===== src/sv/assert_macros.svh =====
// Assertion macros shared by the decoder RTL.
// Expects signals named clk and rst in the module that uses them.
`ifndef ASSERT_MACROS_SVH
`define ASSERT_MACROS_SVH

// Checked at every rising edge; off while reset is high.
`define ASSERT_CLK(label, prop, msg) \
  label: assert property (@(posedge clk) disable iff (rst) (prop)) else $error(msg);

// Checked at every rising edge, also during reset.
`define ASSERT_ALWAYS(label, prop, msg) \
  label: assert property (@(posedge clk) (prop)) else $error(msg);

`endif


===== src/sv/necd_pkg.sv =====
// Shared types, phase codes and timing constants for the NEC IR decoder.
// No dependencies.
package necd_pkg;

  localparam int FRAME_BITS_DEF = 32;
  localparam int DATA_W = 32;
  localparam int NUM_REGS = 8;
  localparam int REG_IDX_W = 3;

  localparam logic [1:0] PH_PRE  = 2'd0;
  localparam logic [1:0] PH_GAP  = 2'd1;
  localparam logic [1:0] PH_BITS = 2'd2;
  localparam logic [1:0] PH_FIN  = 2'd3;

  localparam logic [7:0] REPEAT_MIN = 8'd30;
  localparam logic [7:0] REPEAT_MAX = 8'd40;

  localparam logic [REG_IDX_W-1:0] R_AGC_MIN   = 3'd0;
  localparam logic [REG_IDX_W-1:0] R_AGC_MAX   = 3'd1;
  localparam logic [REG_IDX_W-1:0] R_GAP_MIN   = 3'd2;
  localparam logic [REG_IDX_W-1:0] R_GAP_MAX   = 3'd3;
  localparam logic [REG_IDX_W-1:0] R_SHORT_MIN = 3'd4;
  localparam logic [REG_IDX_W-1:0] R_SHORT_MAX = 3'd5;
  localparam logic [REG_IDX_W-1:0] R_LONG_MIN  = 3'd6;
  localparam logic [REG_IDX_W-1:0] R_LONG_MAX  = 3'd7;

  localparam logic [7:0] RST_AGC_MIN   = 8'd120;
  localparam logic [7:0] RST_AGC_MAX   = 8'd160;
  localparam logic [7:0] RST_GAP_MIN   = 8'd60;
  localparam logic [7:0] RST_GAP_MAX   = 8'd80;
  localparam logic [7:0] RST_SHORT_MIN = 8'd5;
  localparam logic [7:0] RST_SHORT_MAX = 8'd10;
  localparam logic [7:0] RST_LONG_MIN  = 8'd20;
  localparam logic [7:0] RST_LONG_MAX  = 8'd30;

  typedef struct packed {
    logic [7:0] agc_min;
    logic [7:0] agc_max;
    logic [7:0] gap_min;
    logic [7:0] gap_max;
    logic [7:0] short_min;
    logic [7:0] short_max;
    logic [7:0] long_min;
    logic [7:0] long_max;
  } timing_cfg_t;

  typedef struct packed {
    logic              frame_ready;
    logic [DATA_W-1:0] frame_data;
    logic [1:0]        phase;
  } result_t;

  // Exclusive window test.
  function automatic logic in_win(logic [7:0] t, logic [7:0] lo, logic [7:0] hi);
    return (t > lo) && (t < hi);
  endfunction

endpackage


===== src/sv/necd_core.sv =====
// Decoder state and per-edge next-state logic.
// Depends on necd_pkg and assert_macros.svh.
`include "assert_macros.svh"

module necd_core import necd_pkg::*; #(
  parameter int FRAME_BITS = FRAME_BITS_DEF
) (
  input  logic        clk,
  input  logic        rst,
  input  logic        accept,
  input  logic        mode,
  input  logic        level,
  input  logic [7:0]  ticks,
  input  timing_cfg_t cfg,
  output result_t     result
);

  localparam int CW = $clog2(FRAME_BITS + 1);
  localparam logic [CW-1:0] CNT_FULL = CW'(FRAME_BITS);

  logic [1:0]        phase, phase_next;
  logic [CW-1:0]     bits_left, bits_left_next;
  logic [DATA_W-1:0] shift_buf, shift_buf_next;
  logic              ready, ready_next;

  logic [CW-1:0] cnt_dec;
  logic [31:0]   cnt_ext;
  logic          win_short, win_long, clear;

  assign cnt_dec   = bits_left - CW'(1);
  assign cnt_ext   = 32'(cnt_dec);
  assign win_short = in_win(ticks, cfg.short_min, cfg.short_max);
  assign win_long  = in_win(ticks, cfg.long_min, cfg.long_max);

  always_comb begin
    phase_next     = phase;
    bits_left_next = bits_left;
    shift_buf_next = shift_buf;
    ready_next     = ready;
    clear          = 1'b0;
    if (mode) begin
      clear      = 1'b1;
      ready_next = 1'b0;
    end else if (!ready) begin
      clear = 1'b1;
      case (phase)
        PH_PRE: begin
          if (level && in_win(ticks, cfg.agc_min, cfg.agc_max)) begin
            phase_next = PH_GAP;
            clear      = 1'b0;
          end
        end
        PH_GAP: begin
          if (!level && in_win(ticks, cfg.gap_min, cfg.gap_max)) begin
            phase_next = PH_BITS;
            clear      = 1'b0;
          end else if (!level && in_win(ticks, REPEAT_MIN, REPEAT_MAX)) begin
            phase_next = PH_FIN;
            clear      = 1'b0;
          end
        end
        PH_BITS: begin
          if (!level && (win_short || win_long)) begin
            clear          = 1'b0;
            bits_left_next = cnt_dec;
            // positions past the buffer top are dropped
            if (cnt_ext < 32'd32)
              shift_buf_next[cnt_ext[4:0]] = !win_short;
            if (cnt_dec == '0)
              phase_next = PH_FIN;
          end
        end
        PH_FIN: begin
          if (level) begin
            ready_next = 1'b1;
            clear      = 1'b0;
          end
        end
        default: clear = 1'b1;
      endcase
    end
    if (clear) begin
      phase_next     = PH_PRE;
      bits_left_next = CNT_FULL;
      shift_buf_next = '0;
    end
  end

  assign result.frame_ready = ready_next;
  assign result.frame_data  = ready_next ? shift_buf_next : '0;
  assign result.phase       = phase_next;

  always_ff @(posedge clk) begin
    if (rst) begin
      phase     <= PH_PRE;
      bits_left <= CNT_FULL;
      shift_buf <= '0;
      ready     <= 1'b0;
    end else if (accept) begin
      phase     <= phase_next;
      bits_left <= bits_left_next;
      shift_buf <= shift_buf_next;
      ready     <= ready_next;
    end
  end

  `ASSERT_CLK(a_ready_in_fin, ready |-> (phase == PH_FIN), "ready outside final phase")
  `ASSERT_CLK(a_bits_nonzero, (phase == PH_BITS) |-> (bits_left != '0), "bit phase with zero count")
  `ASSERT_CLK(a_cnt_range, bits_left <= CNT_FULL, "bit count above frame length")

endmodule


===== src/sv/nec_ir_frame_decoder_top.sv =====
// Top level of the NEC IR frame decoder: timing registers and result buffering.
// Depends on necd_pkg, necd_core and assert_macros.svh.
//
// One edge or start request is taken per clock while in_stall is low; each request
// yields exactly one result (ready flag, payload, phase), decided by a single pass
// of window compares and a bit insert between the state registers. A two-entry
// output buffer (result register plus skid) lets requests flow while a result is
// stalled; in_stall rises only when both entries are full. Timing windows are set
// through cfg_we/cfg_addr/cfg_wdata while rst is low; all bounds are exclusive.
`include "assert_macros.svh"

module nec_ir_frame_decoder_top import necd_pkg::*; #(
  parameter int FRAME_BITS = FRAME_BITS_DEF
) (
  input  logic                 clk,
  input  logic                 rst,
  input  logic                 in_valid,
  output logic                 in_stall,
  input  logic                 mode,
  input  logic                 level,
  input  logic [7:0]           ticks,
  input  logic                 cfg_we,
  input  logic [REG_IDX_W-1:0] cfg_addr,
  input  logic [7:0]           cfg_wdata,
  output logic                 out_valid,
  input  logic                 out_stall,
  output logic                 frame_ready,
  output logic [DATA_W-1:0]    frame_data,
  output logic [1:0]           phase
);

  logic [7:0]  regs [NUM_REGS];
  timing_cfg_t cfg;
  result_t     res_new, res_out, res_skid;
  logic        skid_valid, accept, taken;

  always_ff @(posedge clk) begin
    if (rst) begin
      regs[R_AGC_MIN]   <= RST_AGC_MIN;
      regs[R_AGC_MAX]   <= RST_AGC_MAX;
      regs[R_GAP_MIN]   <= RST_GAP_MIN;
      regs[R_GAP_MAX]   <= RST_GAP_MAX;
      regs[R_SHORT_MIN] <= RST_SHORT_MIN;
      regs[R_SHORT_MAX] <= RST_SHORT_MAX;
      regs[R_LONG_MIN]  <= RST_LONG_MIN;
      regs[R_LONG_MAX]  <= RST_LONG_MAX;
    end else if (cfg_we) begin
      regs[cfg_addr] <= cfg_wdata;
    end
  end

  assign cfg.agc_min   = regs[R_AGC_MIN];
  assign cfg.agc_max   = regs[R_AGC_MAX];
  assign cfg.gap_min   = regs[R_GAP_MIN];
  assign cfg.gap_max   = regs[R_GAP_MAX];
  assign cfg.short_min = regs[R_SHORT_MIN];
  assign cfg.short_max = regs[R_SHORT_MAX];
  assign cfg.long_min  = regs[R_LONG_MIN];
  assign cfg.long_max  = regs[R_LONG_MAX];

  assign in_stall = skid_valid;
  assign accept   = in_valid && !in_stall;
  assign taken    = out_valid && !out_stall;

  necd_core #(
    .FRAME_BITS(FRAME_BITS)
  ) u_core (
    .clk    (clk),
    .rst    (rst),
    .accept (accept),
    .mode   (mode),
    .level  (level),
    .ticks  (ticks),
    .cfg    (cfg),
    .result (res_new)
  );

  always_ff @(posedge clk) begin
    if (rst) begin
      out_valid  <= 1'b0;
      skid_valid <= 1'b0;
    end else if (taken) begin
      if (skid_valid) begin
        res_out    <= res_skid;
        skid_valid <= 1'b0;
      end else if (accept) begin
        res_out <= res_new;
      end else begin
        out_valid <= 1'b0;
      end
    end else if (!out_valid) begin
      if (accept) begin
        res_out   <= res_new;
        out_valid <= 1'b1;
      end
    end else if (accept) begin
      res_skid   <= res_new;
      skid_valid <= 1'b1;
    end
  end

  assign frame_ready = res_out.frame_ready;
  assign frame_data  = res_out.frame_data;
  assign phase       = res_out.phase;

  `ASSERT_CLK(a_skid_behind_out, skid_valid |-> out_valid, "skid full with empty output")
  `ASSERT_CLK(a_skid_drain, (skid_valid && !out_stall) |=> (out_valid && !skid_valid), "skid not drained")
  `ASSERT_CLK(a_data_gated, (out_valid && !frame_ready) |-> (frame_data == '0), "payload shown before ready")

endmodule

===== config.mk =====
export PLATFORM = sky130hd
export DESIGN_NAME = nec_ir_frame_decoder_top
export DESIGN_NICKNAME = d
export VERILOG_FILES = /design/src/sv/necd_pkg.sv /design/src/sv/necd_core.sv /design/src/sv/nec_ir_frame_decoder_top.sv
export VERILOG_INCLUDE_DIRS = /design/src /design/src/sv
export SDC_FILE = /design/constraint.sdc
export NUM_CORES = 1
export LEC_CHECK = 0
export ABC_AREA = 1
export BUFFER_PORTS_ARGS = -buffer_cell sky130_fd_sc_hd__buf_4
export CORE_UTILIZATION = 45
export DETAILED_ROUTE_END_ITERATION = 16
export GPL_ROUTABILITY_DRIVEN = 0
export PLACE_DENSITY_LB_ADDON = 0.12
export SLEW_MARGIN = 20
export SYNTH_ARGS = -nofsm -noshare
export SYNTH_HDL_FRONTEND = slang
export SYNTH_SLANG_ARGS = --single-unit
export TNS_END_PERCENT = 1

===== constraint.sdc =====
create_clock -name clk -period 5 [get_ports clk]
set_input_delay 0.25 -clock clk [delete_from_list [all_inputs] [get_ports clk]]
set_output_delay 0.25 -clock clk [all_outputs]
set_load 0.03 [all_outputs]

==> flow_metrics.py, run 1 <==
metrics = {
    "finish": {
        "fin_nets": 1306,
        "fin_area_um2": 11110,
        "insertedDiodeCount": 0,
        "fin_cells": 1504,
        "drive_gt1_share_pct": 10.17,
        "area_delta_synth_final_pct": 12.66,
        "nFillCells": 1995,
    },
    "worst_setup_path": {
        "required_ns": 5.32,
        "path_class": "reg2reg",
        "crit_path_start_kind": "flip-flop",
        "endpoint_kind": "flip-flop",
        "worstPathMaxFanout": 66,
        "crit_arrival_ns": 3.38,
    },
    "timing": {
        "final-setup-viol-count": 0,
        "fin_crit_sh_pct": 61.11,
        "finalSetupTns_ns": 0,
        "slew_headroom_pct": 42.33,
        "grt_setup_unrepaired": "no",
        "min_period_ns": 3.056,
        "worstMarginPinSlew_ns": 0.8651,
        "hold_ws_ns": 0.06561,
        "finalClockSkew_ns": 0.01282,
        "finalMaxSlewViolations": 0,
        "max_freq_mhz": 327.3,
        "hold_viol": 0,
    },
    "clocking": {
        "postCtsSetupBuffers": 0,
        "cts_tree": "built",
        "cts_buffers": 17,
        "cts_resized": 0,
        "cts_hold_buf": 0,
        "cts_root_buf": "clkbuf_16",
        "htreeDepth": 4,
        "cts_max_path_buffers": 2,
        "clkLatencyLatePin_ns": 0.44,
        "clkTransAtPathRegs_ns": 0.08,
        "cts.sinks": 177,
    },
    "logic_synthesis": {
        "ys_seq_area_share_pct": 49.52,
        "syn-num-nets": 1264,
        "syn_area_um2": 9863,
        "synth_warnings": 0,
        "synth_cells": 1174,
        "syn_area_per_cell_um2": 8.401,
        "synth-seq-cells": 177,
        "yosysUniqueCellTypes": 36,
    },
    "global_route": {
        "grt.busiest_layer": "met2",
        "grt_start_max_net_pins": 74,
        "antenna_found_initial": 0,
        "gr-total-overflow": 0,
        "use_met2_pct": 33.75,
        "grtUsageMet3_pct": 3.415,
        "grt_pass1_wl_mm": 38.33,
        "grt_pass1_vias": 7172,
        "grt_use_met1_pct": 33.12,
        "grt_use_total_pct": 22.43,
    },
    "route": {
        "drc_errors": 0,
        "drt_iter0_drc": 453,
        "wirelength_mm": 23.70,
        "firstDrtPassIters": 5,
        "via_per_inst": 5.105,
        "antenna_left": 0,
        "wl_per_cell_um": 15.76,
        "routed-via-count": 7678,
    },
    "floorplan": {
        "core_area_um2": 21290,
        "rows": 53,
        "fp.dieH_um": 150.1,
        "die_w_um": 150.1,
        "initial_core_util_pct": 46.34,
        "ios": 63,
        "fp.dieArea_um2": 22520,
    },
    "placed_design": {
        "dp_cells": 1472,
        "dp_hpwl_mm": 15.44,
        "dpl_cell_area_um2": 10520,
        "numPortBuffers": 62,
    },
    "worst_hold_path": {
        "hold_class": "in2reg",
    },
    "power": {
        "vdd_drop_max_mv": 0.2455,
        "share_seq_of_total_power_pct": 47.3,
        "p_switching_mw": 1.074,
        "switching_share_pct": 29.90,
        "clkPwrFrac_pct": 37.1,
        "power_frac_comb_pct": 15.5,
        "fin_total_pwr_mw": 3.594,
        "p_leak_nw": 4.976,
        "internal_power_mw": 2.519,
        "power-per-cell-area_nw_per_um2": 323.4,
    },
    "outcome": {
        "outcome": "complete, no violations",
    },
    "job": {
        "cap_viol_max_count": 0,
    },
}
## cells in the final DEF, fill, tap and decap left out, drive strengths merged, types with 2 or more instances in the layout
cell type	count
a21oi	106
and2	3
buf	72
clkbuf	17
clkinv	8
dfxtp	43
edfxtp	134
ha	64
inv	167
nand2	269
nand3	65
nand3b	33
nand4	3
nor2	127
nor3	2
o21a	3
o21ai	104
xor2	2
## metal layers
| metal | share of wire [%] | wire length [um] | up-vias |
|---|---|---|---|
| met4 | 1.2 | 279 | 0 |
| met1 | 51 | 12000 | 3552 |
| met2 | 44 | 10430 | 158 |
| met5 | 0 | 0 | - |
| met3 | 4.2 | 994 | 17 |
| li1 | - | - | 3951 |
## worst max-delay path: stages (launching register included)
cell	delay, ns
edfxtp_1	0.38
inv_1	0.07
ha_1	0.23
a21o_1	0.19
nor2_1	0.12
nand2_1	0.08
nand3_2	0.07
buf_4	0.33
nand2_1	0.15
nand3_2	0.09
buf_4	0.47
nand3_1	0.43
a21oi_1	0.24
nor2_1	0.06
## cell type report
class	count	area [um2]	share of cell area, %
sequential	177	4885	43.96
multi-input combinational	787	4138	37.24
inverter	161	604.3	5.439
timing repair buffer	72	553.0	4.977
clock buffer	17	425.4	3.828
tap	275	344.1	3.097
clock inverter	15	162.7	1.464
## Yosys cell counts
master	number	area, um2
clkbuf_1	31	116.4
and2_1	3	18.77
nand3b_1	33	247.7
o21ai_0	103	515.5
nor2_1	123	461.7
a21oi_4	1	16.27
clkinv_1	2	7.510
nand4_1	3	18.77
inv_1	153	574.3
nand2_1	266	998.5
nor2_4	4	45.04
a21oi_1	105	525.5
buf_6	8	90.09
nand3_1	63	315.3
a21o_1	1	7.510
o21ai_1	1	5.000
xor2_2	1	16.27
clkbuf_2	1	5.000
nand2_2	2	12.51
xor2_1	1	8.760
nor3_1	1	5.000
dfxtp_1	43	860.8
nor3_4	1	16.27
nor4_1	1	6.260
edfxtp_1	134	4024
inv_2	6	22.52
buf_2	4	20.02
a31oi_1	1	6.260
nand2_4	1	11.26
nand3_2	2	20.02
ha_1	64	800.8
o211ai_1	1	7.510
o21a_1	3	22.52
xnor2_1	1	8.760
buf_1	5	18.77
and3_1	1	6.260
## metrics by stage
stage / util (%) / setup WS [ns]
2_1_floorplan: - / 1.778
3_3_place_gp: 49.44 / 1.928
3_5_place_dp: 49.44 / 1.878
4_1_cts: 52.20 / 1.958
5_1_grt: 52.20 / 1.646
6_report: 52.20 / 1.944
## flip-flops by register name (all words and copies together), names as in the netlist
signal,flops
in_stall,1
u_core.ready,1
u_core.bits_left,6
u_core.shift_buf,32
frame_ready,1
out_valid,1
u_core.phase,2
frame_data,32
res_skid,35
phase,2
regs,64
## power by group through the flow
stage	Combinational, mW	Clock [mW]	Sequential (mW)
CTS	0.560	1.37	1.70
floorplan	0.331	0	1.78
detailed placement	0.556	0	1.73
global route	0.630	1.42	1.71
finish	0.558	1.33	1.70
global placement	0.548	0	1.73
## cell families (layout without fill, tap and decap cells)
kind of cell             count (synthesis)  in the layout  share of synthesized area, %
buffers and inverters                  210            265                         8.664
adder cells (fa/ha/maj)                 64             64                         8.119
flip-flops                             177            177                         49.52
AO/OA/AOI/OAI                          216            216                         11.21
XOR/XNOR                                 3              3                        0.3426
AND/OR/NAND/NOR                        504            504                         22.14
## final timing paths
path / slack, ns / startpoint / cells past startpoint / endpoint
setup / recovery: 1.94 / regs[4][7]$_SDFFCE_PN0P_ / 13 / u_core.bits_left[0]$_SDFFE_PP0P_
setup reg to reg: 1.94 / regs[4][7]$_SDFFCE_PN0P_ / 13 / u_core.bits_left[0]$_SDFFE_PP0P_
hold / removal: 0.07 / rst / 2 / out_valid$_SDFFE_PP0P_
hold reg to reg: 0.49 / u_core.bits_left[5]$_SDFFE_PP1P_ / 2 / u_core.bits_left[5]$_SDFFE_PP1P_
(Power assumes the default switching activity.)
==> run 2: changes to the inputs <==
Settings changed: ABC_AREA 1 to 0.
Clock period 5 ns to 2.68 ns, I/O delays scaled along.
==> flow_metrics.py, run 2 <==
metrics = {
    "route": {
        "routed-via-count": 6956,
        "drt_iter0_drc": 552,
        "firstDrtPassIters": 5,
        "wirelength_mm": 24.16,
        "via_per_inst": 5.592,
        "antenna_left": 0,
        "drc_errors": 0,
        "wl_per_cell_um": 19.42,
    },
    "logic_synthesis": {
        "synth_xor_area_share_pct": 0.2819,
        "syn_area_per_cell_um2": 10.60,
        "async_reset_ff_share_pct": 0,
        "synth_cells": 879,
        "synth_top_family_by_area": "simple AND/OR/NAND/NOR gates",
        "synth_edf_count": 134,
        "synth.area.top_cells": "edfxtp_1, dfxtp_1, ha_1",
        "synth_most_common_cell": "edfxtp_1",
        "syn_area_um2": 9320,
        "synth.area.mux_share_pct": 0,
        "synth-compound-area-share_pct": 15.14,
        "syn-num-nets": 969,
        "synth_common_cells": "edfxtp_1, nor2_1, and2_1",
        "yosys.area.top_type": "edfxtp_1",
        "synth_fa_ha_area_share_pct": 8.592,
        "synth_ff_type": "edfxtp_1",
        "synth_warnings": 0,
        "synth-seq-cells": 177,
        "synth_top_area_share_pct": 43.17,
        "yosysUniqueCellTypes": 69,
        "synthSimpleGateAreaFrac_pct": 19.06,
        "ys_seq_area_share_pct": 52.41,
    },
    "floorplan": {
        "initial_core_util_pct": 45.91,
        "rows": 52,
        "fp.dieArea_um2": 21290,
        "ios": 63,
        "core_area_um2": 20300,
        "die_w_um": 145.9,
        "fp.dieH_um": 145.9,
    },
    "outcome": {
        "outcome": "complete, no violations",
    },
    "clocking": {
        "clkTransAtPathRegs_ns": 0.07,
        "cts_hold_buf": 0,
        "cts_tree": "built",
        "clkLatencyLatePin_ns": 0.44,
        "cts_root_buf": "clkbuf_16",
        "cts_max_path_buffers": 2,
        "cts_buffers": 17,
        "cts.sinks": 177,
        "htreeDepth": 4,
    },
    "timing": {
        "worst_slack_ns": 0.04959,
        "hold_viol": 0,
        "finalMaxSlewViolations": 0,
        "worstMarginPinSlew_ns": 0.5721,
        "fin_crit_sh_pct": 98.15,
        "slew_headroom_pct": 61.57,
        "max_freq_mhz": 380.2,
        "finalClockSkew_ns": 0.01231,
        "min_period_ns": 2.630,
        "grt_setup_unrepaired": "yes",
        "final-setup-viol-count": 0,
        "finalSetupTns_ns": 0,
    },
    "finish": {
        "fin_cells": 1244,
        "insertedDiodeCount": 0,
        "final_cell_mix": "edfxtp_1, buf_4, nor2_1",
        "regMostFlops": "regs",
        "largest_reg_flops": 64,
        "fin_nets": 1051,
        "drive_gt1_share_pct": 18.79,
        "area_delta_synth_final_pct": 18.45,
        "layout_commonest_cell": "edfxtp_1",
        "reg_top3": "regs (64), res_skid (35)",
    },
    "power": {
        "power-per-cell-area_nw_per_um2": 585.7,
        "fin_total_pwr_mw": 6.466,
        "p_leak_nw": 4.390,
        "vdd_drop_max_mv": 0.4281,
    },
    "worst_setup_path": {
        "slowest_stage": "edfxtp_1",
        "path_class": "reg2reg",
        "crit_arrival_ns": 2.95,
        "required_ns": 3.00,
        "critPathMaxStageDelay_ns": 0.37,
        "endpoint_kind": "flip-flop",
        "crit_path_start_kind": "flip-flop",
        "critPathMostFrequentCell": "a21o_1",
        "worstPathMaxFanout": 13,
        "cp_cell_sequence": "inv_1, ha_1, a21o_1, a21o_1, a21o_1, o211a_1, or2_4, a221oi_4, nand2b_4, clkbuf_16, o21ai_0",
    },
    "global_route": {
        "grt_use_total_pct": 23.26,
        "gr-total-overflow": 0,
        "antenna_found_initial": 0,
        "grt_start_max_net_pins": 37,
        "grt_pass1_wl_mm": 37.74,
        "grt_pass1_vias": 6612,
    },
    "placed_design": {
        "numPortBuffers": 62,
        "dp_cells": 1206,
        "dp_hpwl_mm": 15.96,
        "place_ws_ns": -0.01959,
    },
    "job": {
        "cap_viol_max_count": 0,
    },
    "worst_hold_path": {
        "hold_class": "in2reg",
    },
}
[run 2: changes by cell type after synthesis, sizes merged, moves of 41 or more]
cell / previous run / this run
a21oi: 106 / 14
and2: 3 / 76
inv: 159 / 66
nand2: 269 / 46
nand3: 65 / 8
o21ai: 104 / 63
[run 2: logic make-up (layout without fill, tap and decap cells)]
kind of cell / after synthesis / after routing
DFF: 177 / 177
and+or+nand+nor: 322 / 322
AOI/OAI and AO/OA: 207 / 207
buffers and inverters: 106 / 201
xor gates and xnor gates: 3 / 3
adders and majority gates: 64 / 64
[run 2: final timing paths]
kind,start,end,slack (ns),cells past startpoint
max reg2reg,regs[0][5]$_SDFFCE_PN1P_,u_core.shift_buf[5]$_SDFFE_PP0P_,0.05,11
min reg2reg,u_core.shift_buf[22]$_SDFFE_PP0P_,u_core.shift_buf[22]$_SDFFE_PP0P_,0.49,2
max,regs[0][5]$_SDFFCE_PN1P_,u_core.shift_buf[5]$_SDFFE_PP0P_,0.05,11
min,in_valid,in_stall$_SDFFE_PP0P_,0.02,3
[run 2: stage by stage]
stage / cell area (um2) / utilization [%] / hold slack, ns
after floorplan: 9320 / - / 0.3118
after global placement: 10260 / 50.54 / 0.4657
after detailed placement: 10260 / 50.54 / 0.4635
after CTS: 10860 / 53.51 / 0.004129
after global routing: 11040 / 54.38 / 0.05039
final: 11040 / 54.38 / 0.02393
[run 2: power breakdown]
group	switching, mW	leakage [nW]	internal [mW]
Sequential	0.0493	1.70	3.06
Clock	1.25	0.294	1.26
Combinational	0.520	2.40	0.317
Total	1.82	4.39	4.65
[run 2: worst max-delay path, delay by kind of cell (launching register included)]
| kind | cells | cell delay [ns] |
|---|---|---|
| DFF | 1 | 0.37 |
| AOI/OAI and AO/OA | 6 | 1.16 |
| adders and majority gates | 1 | 0.24 |
| buffers and inverters | 2 | 0.23 |
| and+or+nand+nor | 2 | 0.50 |
[run 2: final cells by class]
cell class | instances | area, um2
fill | 1853 | 9260
sequential | 177 | 4885
multi-input combinational | 596 | 4131
timing repair buffer | 103 | 833.3
clock buffer | 17 | 425.4
tap | 270 | 337.8
inverter | 66 | 247.7
clock inverter | 15 | 178.9
[run 2: what timing repair did]
item	in CTS	in global routing
pin swaps	0	7
gates cloned	0	2
setup buffers	0	4
hold endpoints to repair	0	0
gates resized for setup	0	19
endpoints found under the setup margin	18	45
[run 2: layer usage]
layer | GRT usage, % | up-vias | share of wire (%)
li1 | - | 3395 | -
met1 | 35.68 | 3348 | 50
met2 | 33.56 | 196 | 43
met3 | 4.263 | 17 | 6.2
met4 | 5.789 | 0 | 0.93
met5 | 0 | - | 0
